===== src/sv/push_to_talk_touch_qualifier_top_macros.svh =====
// ---------------------------------------------------------------------------
// Push-to-talk touch qualifier assertion macros
// Concurrent check wrappers, compiled out when SYNTHESIS is defined.
// ---------------------------------------------------------------------------
`ifndef PUSH_TO_TALK_TOUCH_QUALIFIER_TOP_MACROS_SVH
`define PUSH_TO_TALK_TOUCH_QUALIFIER_TOP_MACROS_SVH

`ifndef SYNTHESIS
// Same-cycle implication, disabled while reset is asserted
`define PTTQ_ASSERT_IMP(label, clk, rst_n, ante, cons) \
	label: assert property (@(posedge clk) disable iff (!rst_n) (ante) |-> (cons)) \
		else $error("pttq check failed");
// Next-cycle implication, disabled while reset is asserted
`define PTTQ_ASSERT_NXT(label, clk, rst_n, ante, cons) \
	label: assert property (@(posedge clk) disable iff (!rst_n) (ante) |=> (cons)) \
		else $error("pttq check failed");
`else
`define PTTQ_ASSERT_IMP(label, clk, rst_n, ante, cons)
`define PTTQ_ASSERT_NXT(label, clk, rst_n, ante, cons)
`endif

`endif


===== src/sv/pttq_pkg.sv =====
// ---------------------------------------------------------------------------
// pttq_pkg
// Types, codes and reset values of the push-to-talk touch qualifier.
// ---------------------------------------------------------------------------
`default_nettype none

package pttq_pkg;

	// Field widths
	localparam int unsigned TimeW  = 32;
	localparam int unsigned HoldW  = 16;
	localparam int unsigned MaxW   = 24;
	localparam int unsigned CfgW   = 24;
	localparam int unsigned CfgIdxW = 2;
	localparam int unsigned InDataW  = 40;
	localparam int unsigned OutDataW = 40;

	// Register reset values
	localparam logic [HoldW-1:0] MinHoldRst = 16'd200;
	localparam logic [HoldW-1:0] GraceRst   = 16'd80;
	localparam logic [MaxW-1:0]  MaxRecRst  = 24'd30000;

	// Register indexes
	localparam logic [CfgIdxW-1:0] REG_MIN_HOLD  = 2'd0;
	localparam logic [CfgIdxW-1:0] REG_GRACE     = 2'd1;
	localparam logic [CfgIdxW-1:0] REG_MAX_REC   = 2'd2;

	// Qualifier phases, one-hot
	typedef enum logic [4:0] {
		PH_IDLE      = 5'b00001,
		PH_PENDING   = 5'b00010,
		PH_RECORDING = 5'b00100,
		PH_RELEASING = 5'b01000,
		PH_BLOCKED   = 5'b10000
	} phase_t;

	// Event codes
	typedef enum logic [2:0] {
		EV_NONE  = 3'd0,
		EV_TAP   = 3'd1,
		EV_START = 3'd2,
		EV_ABORT = 3'd3,
		EV_STOP  = 3'd4
	} event_t;

endpackage

`default_nettype wire


===== src/sv/push_to_talk_touch_qualifier_top.sv =====
// A poll accepted into the input register passes through the phase logic and is
// loaded into the result register, whose contents drive m_tdata.
// Throughput: one poll per cycle while m_tready is high; the input register feeds
// the phase logic, whose single pass (32-bit subtracts and compares) loads the
// result register, and a result left waiting holds the input register.
// Reset: phase to idle, timestamps to zero, registers to 200/80/30000 ms; both
// data stages emptied.
`default_nettype none

`include "push_to_talk_touch_qualifier_top_macros.svh"

// ---------------------------------------------------------------------------
// push_to_talk_touch_qualifier_top
// Turns polled touch levels with timestamps into tap/start/abort/stop events.
// ---------------------------------------------------------------------------
module push_to_talk_touch_qualifier_top
	import pttq_pkg::*;
(
	input  wire logic                 clk,
	input  wire logic                 arst_n,
	// configuration write channel
	input  wire logic                 cfg_valid,
	output logic                      cfg_ready,
	input  wire logic [CfgIdxW-1:0]   cfg_index,
	input  wire logic [CfgW-1:0]      cfg_data,
	// poll input
	input  wire logic                 s_tvalid,
	output logic                      s_tready,
	input  wire logic [InDataW-1:0]   s_tdata,   // [0] touch_down, [32:1] time_ms, rest zero
	// result output
	output logic                      m_tvalid,
	input  wire logic                 m_tready,
	output logic [OutDataW-1:0]       m_tdata    // [2:0] event_res, [3] recording,
	                                             // [35:4] recording_elapsed_ms, rest zero
);

	// Configuration registers
	logic [HoldW-1:0] min_hold_q;
	logic [HoldW-1:0] grace_q;
	logic [MaxW-1:0]  max_rec_q;

	// Input stage
	logic             valid_s1;
	logic             down_s1;
	logic [TimeW-1:0] time_s1;

	// Qualifier state
	phase_t           phase_q;
	logic [TimeW-1:0] entry_q;
	logic [TimeW-1:0] start_q;

	// Result register
	logic             out_valid_q;
	event_t           out_event_q;
	logic             out_rec_q;
	logic [TimeW-1:0] out_elapsed_q;

	// Next-state logic
	phase_t           phase_nxt;
	logic [TimeW-1:0] entry_nxt;
	logic [TimeW-1:0] start_nxt;
	event_t           ev_nxt;
	logic             rec_nxt;
	logic [TimeW-1:0] elapsed_nxt;
	logic [TimeW-1:0] d_entry;
	logic [TimeW-1:0] d_rec;
	logic             adv;

	assign cfg_ready = 1'b1;

	// Write configuration registers; unused index is dropped
	always_ff @(posedge clk or negedge arst_n) begin
		if (!arst_n) begin
			min_hold_q <= MinHoldRst;
			grace_q    <= GraceRst;
			max_rec_q  <= MaxRecRst;
		end else if (cfg_valid && cfg_ready) begin
			case (cfg_index)
				REG_MIN_HOLD: min_hold_q <= cfg_data[HoldW-1:0];
				REG_GRACE:    grace_q    <= cfg_data[HoldW-1:0];
				REG_MAX_REC:  max_rec_q  <= cfg_data[MaxW-1:0];
				default: ;
			endcase
		end
	end

	// Advance the held poll when the result register is free or being drained
	assign adv      = valid_s1 && (!out_valid_q || m_tready);
	assign s_tready = !valid_s1 || adv;

	// Hold the accepted poll
	always_ff @(posedge clk or negedge arst_n) begin
		if (!arst_n) begin
			valid_s1 <= 1'b0;
		end else if (s_tready) begin
			valid_s1 <= s_tvalid;
		end
	end

	always_ff @(posedge clk) begin
		if (s_tvalid && s_tready) begin
			down_s1 <= s_tdata[0];
			time_s1 <= s_tdata[TimeW:1];
		end
	end

	// Wrapped time differences
	assign d_entry = time_s1 - entry_q;
	assign d_rec   = time_s1 - start_q;

	// Phase transitions and event
	always_comb begin
		phase_nxt = phase_q;
		entry_nxt = entry_q;
		start_nxt = start_q;
		ev_nxt    = EV_NONE;
		unique case (phase_q)
			PH_PENDING: begin
				if (!down_s1) begin
					phase_nxt = PH_IDLE;
					entry_nxt = time_s1;
					ev_nxt    = EV_TAP;
				end else if (d_entry >= {{(TimeW-HoldW){1'b0}}, min_hold_q}) begin
					phase_nxt = PH_RECORDING;
					entry_nxt = time_s1;
					start_nxt = time_s1;
					ev_nxt    = EV_START;
				end
			end
			PH_RECORDING: begin
				// abort check takes priority over loss of contact
				if (d_rec >= {{(TimeW-MaxW){1'b0}}, max_rec_q}) begin
					phase_nxt = PH_BLOCKED;
					entry_nxt = time_s1;
					ev_nxt    = EV_ABORT;
				end else if (!down_s1) begin
					phase_nxt = PH_RELEASING;
					entry_nxt = time_s1;
				end
			end
			PH_RELEASING: begin
				if (down_s1) begin
					phase_nxt = PH_RECORDING;
					entry_nxt = time_s1;
				end else if (d_entry >= {{(TimeW-HoldW){1'b0}}, grace_q}) begin
					phase_nxt = PH_IDLE;
					entry_nxt = time_s1;
					ev_nxt    = EV_STOP;
				end
			end
			PH_BLOCKED: begin
				if (!down_s1) begin
					phase_nxt = PH_IDLE;
					entry_nxt = time_s1;
				end
			end
			default: begin
				if (down_s1) begin
					phase_nxt = PH_PENDING;
					entry_nxt = time_s1;
				end
			end
		endcase
		rec_nxt     = (phase_nxt == PH_RECORDING) || (phase_nxt == PH_RELEASING);
		elapsed_nxt = rec_nxt ? (time_s1 - start_nxt) : '0;
	end

	// Update qualifier state once per poll
	always_ff @(posedge clk or negedge arst_n) begin
		if (!arst_n) begin
			phase_q <= PH_IDLE;
			entry_q <= '0;
			start_q <= '0;
		end else if (adv) begin
			phase_q <= phase_nxt;
			entry_q <= entry_nxt;
			start_q <= start_nxt;
		end
	end

	// Result register: load on advance, drop once taken
	always_ff @(posedge clk or negedge arst_n) begin
		if (!arst_n) begin
			out_valid_q <= 1'b0;
		end else if (adv) begin
			out_valid_q <= 1'b1;
		end else if (m_tready) begin
			out_valid_q <= 1'b0;
		end
	end

	always_ff @(posedge clk) begin
		if (adv) begin
			out_event_q   <= ev_nxt;
			out_rec_q     <= rec_nxt;
			out_elapsed_q <= elapsed_nxt;
		end
	end

	assign m_tvalid = out_valid_q;
	assign m_tdata  = {{(OutDataW-TimeW-4){1'b0}}, out_elapsed_q, out_rec_q, out_event_q};

	// Checks
	`PTTQ_ASSERT_IMP(a_start_rec, clk, arst_n,
		out_valid_q && out_event_q == EV_START, out_rec_q && out_elapsed_q == '0)
	`PTTQ_ASSERT_IMP(a_end_idle, clk, arst_n,
		out_valid_q && (out_event_q == EV_ABORT || out_event_q == EV_STOP ||
		out_event_q == EV_TAP), !out_rec_q)
	`PTTQ_ASSERT_IMP(a_norec_zero, clk, arst_n,
		out_valid_q && !out_rec_q, out_elapsed_q == '0)
	`PTTQ_ASSERT_NXT(a_blocked_exit, clk, arst_n,
		phase_q == PH_BLOCKED, phase_q == PH_BLOCKED || phase_q == PH_IDLE)

endmodule

`default_nettype wire

===== config.mk =====
export PLATFORM = sky130hd
export DESIGN_NAME = push_to_talk_touch_qualifier_top
export DESIGN_NICKNAME = d
export VERILOG_FILES = /design/src/sv/pttq_pkg.sv /design/src/sv/push_to_talk_touch_qualifier_top.sv
export VERILOG_INCLUDE_DIRS = /design/src /design/src/sv
export SDC_FILE = /design/constraint.sdc
export NUM_CORES = 1
export LEC_CHECK = 0
export BUFFER_PORTS_ARGS = -buffer_cell sky130_fd_sc_hd__buf_4
export CAP_MARGIN = 10
export CORE_MARGIN = 4
export CORE_UTILIZATION = 57
export DETAILED_ROUTE_END_ITERATION = 8
export PLACE_DENSITY = 0.83
export SYNTH_ARGS = -nofsm -noshare
export SYNTH_HDL_FRONTEND = slang
export SYNTH_SLANG_ARGS = --single-unit

===== constraint.sdc =====
create_clock -name clk -period 8.35 [get_ports clk]
set_clock_uncertainty 0.15 [all_clocks]
set_input_delay 1.2525 -clock clk [delete_from_list [all_inputs] [get_ports clk]]
set_output_delay 1.2525 -clock clk [all_outputs]
set_load 0.01 [all_outputs]

==> metrics.md <==
| Metric | Value |
|---|---|
| Status | completed |
| # fillers | 1,902 |
| Die Ht | 165 um |
| ANT nets after route | 0 |
| Number of enable flip-flop cells after synthesis | 69 |
| Largest net degree at the start of global routing | 63 |
| #FFs+latches synth | 196 |
| Peak Freq | 128 MHz |
| Synthesized cell area | 0.0141 mm^2 |
| Ys Warns | 0 |
| DP HPWL | 26,400 um |
| Final min period | 7.79 ns |
| Seq. cell area | 0.00527 mm^2 |
| Ports | 114 |
| FFs w/ async S/R, synth | 0.648 |
| Clock latency at the later pin of the worst-skew pair | 0.45 ns |
| Setup TNS | 0 ns |
| Syn_area_per_cell | 9.21 um^2 |
| Fin nets | 1,858 |
| Cell row count | 57 |
| Cts hold-fix bufs | 0 |
| CTS root buf | clkbuf_16 |
| R2r setup slk | 0.56 ns |
| Max VDD drop | 0.000169 V |
| Register area share after synthesis | 0.374 |
| # clock sinks | 196 |
| HP Start | valid_s1 |
| Count leader, synth | inv_1 |
| Share of cells above drive strength 1 | 0.152 |
| Vias per cell | 5.99 |
| Final setup fails | 0 |
| Drc violations | 0 |
| Arrival @ worst endpoint | 7.94 ns |
| CTS clk-pin slew, worst paths | 0.07 ns |
| Number of port buffers | 101 |
| Core footprint | 0.0243 mm^2 |
| GRT Util Overall | 0.255 |
| CTS Buf Count | 17 |
| Drt wl/cell | 17.4 um |
| Startpoint types | register |
| Required @ worst endpoint | 8.50 ns |
| Leak pwr | 7.16 nW |
| Actual slew at the worst max-slew pin | 0.963 ns |
| CTS tree | yes |
| Critical path peak fanout | 4 |
| Vias in the first global route | 11,400 |
| Clock Tree Buf Depth | 2 |
| Gpl congestion | 0.989 |
| Initial DRT Pass Iterations | 6 |
| Commonest cells in the netlist | inv_1, ha_1, nand2_1 |
| Max Slew Vio Count | 0 |
| Multi-input gate area | 0.00809 mm^2 |
| Die area | 0.0273 mm^2 |
| Max H-tree Level | 4 |
| Grt ovf | 0 |
| Crit end category | register |
| P&R area growth vs syn | 13.1% |
| Vias post-DR | 11,800 |
| DRT iter0 DRCs | 1,033 |
| HP Class | register to register |
| Final Hold Vio Count | 0 |
| Initial antenna violation count | 0 |
| WS Path Type | register to register |
| Initial Util | 0.579 |
| Hold Slack | 0.349 ns |
| Synth top area share | 0.203 |
| First-pass GRT wire length | 55,900 um |
| CP peak stage delay | 0.41 ns |
| Top area cells in the synthesized netlist | dfrtp_1, edfxtp_1, ha_1, o21ai_0, inv_1 |
| Diodes inserted | 0 |
| Synth cell types | 82 |
| Final WL | 34,500 um |
| Final period util | 0.933 |
| Leading area contributor after synthesis | dfrtp_1 |
| Max-Slew Margin vs Limit | 0.358 |
| Max Cap Violations | 0 |
| Final core occ | 0.655 |
| Slowest-stage cell, CP | fa_1 |
| Synth Instances | 1,530 |
| Die Width | 165 um |
| Crit path from | time_s1[0] |
| Prevailing post-synth register cell | dfrtp_1 |
| Reg2reg start | time_s1[0] |
| Pwr/cell area | 398 mW/mm^2 |
[cell usage in the layout, fill, tap and decap left out, drive strengths merged, types with 6 or more instances in the layout]
cell	synthesis	layout
ha	146	146
a211oi	12	12
dfstp	13	13
a21o	46	46
xnor2	35	35
mux2	46	46
nand2	145	145
and3	13	13
clkbuf	33	18
buf	14	133
or3	9	9
nor3	31	31
nor2	83	83
nand2b	17	17
and2	10	10
mux2i	28	28
a311oi	7	7
nand4	18	18
xor2	31	31
o21bai	12	12
nor4	10	10
nand3	24	24
nor2b	22	22
a31oi	14	14
o21ai	150	150
o211ai	15	15
dfrtp	114	114
nand3b	6	6
inv	152	161
a21oi	110	110
edfxtp	69	69
o21a	20	20
nor3b	6	6
[sequential cells by signal, indices dropped and copies added (netlist names)]
register       cells
out_event_q        3
start_q           32
time_s1           32
out_elapsed_q     32
m_tvalid           1
min_hold_q        16
valid_s1           1
phase_q            5
entry_q           32
out_rec_q          1
down_s1            1
grace_q           16
max_rec_q         24
[power by group]
| group | leakage [nW] | internal [mW] | switching, mW |
|---|---|---|---|
| Clock | 0.291 | 0.410 | 0.417 |
| Combinational | 4.68 | 1.71 | 2.33 |
| Sequential | 2.19 | 1.30 | 0.167 |
| Total | 7.16 | 3.42 | 2.91 |
[area by class of cell]
| type | count | area share |
|---|---|---|
| clock buffer | 18 | 0.0276 |
| clock inverter | 14 | 0.00958 |
| inverter | 152 | 0.0358 |
| multi-input combinational | 1138 | 0.508 |
| sequential | 196 | 0.331 |
| tap | 324 | 0.0255 |
| timing repair buffer | 133 | 0.0627 |
[worst paths after layout]
| kind | endpoint | depth (start not counted) |
|---|---|---|
| setup reg to reg | out_elapsed_q[27] | 35 |
| min in group asynchronous | max_rec_q[6] | 1 |
| max in group asynchronous | start_q[12] | 2 |
| hold / removal | m_tvalid | 1 |
| hold reg to reg | m_tvalid | 1 |
| setup / recovery | out_elapsed_q[27] | 35 |
[cells by family after synthesis]
group	after synthesis	share of synthesized area
AO/OA/AOI/OAI	438	0.199
AND/OR/NAND/NOR	406	0.140
buffers and inverters	199	0.0558
flip-flops	196	0.374
adder cells (fa/ha/maj)	149	0.134
multiplexers	74	0.0567
XOR/XNOR	66	0.0410
other	2	0.000533
[repair_timing]
item,in CTS,in global routing
resized for setup,0,6
buffers inserted,0,2
endpoints found under the setup margin,0,12
[layer usage]
metal,vias up,part of all wire,track usage
met3,87,0.073,0.0469
met1,5599,0.44,0.350
met5,-,0,0
met2,440,0.46,0.412
li1,5706,-,-
met4,0,0.028,0.0790
[metrics by stage]
stage / worst slack [ns] / power (mW) / std cells / area (um^2)
2_1_floorplan: 0.827 / 4.38 / 1533 / 14100
3_3_place_gp: 0.515 / 5.19 / 1941 / 15300
3_5_place_dp: 0.379 / 5.36 / 1941 / 15300
4_1_cts: 0.291 / 6.24 / 1973 / 15900
5_1_grt: -0.0190 / 6.88 / 1975 / 15900
6_report: 0.561 / 6.34 / 1975 / 15900
[worst max-delay path: cells and delay by family (launching register included)]
kind                     cells  cell delay (ns)
flip-flops                   1             0.36
AO/OA/AOI/OAI               16             3.12
multiplexers                 1             0.27
buffers and inverters        4             0.62
XOR/XNOR                     1             0.20
adder cells (fa/ha/maj)      4             1.23
AND/OR/NAND/NOR              9             1.68
Note: power is estimated with default switching activity, not from simulation.
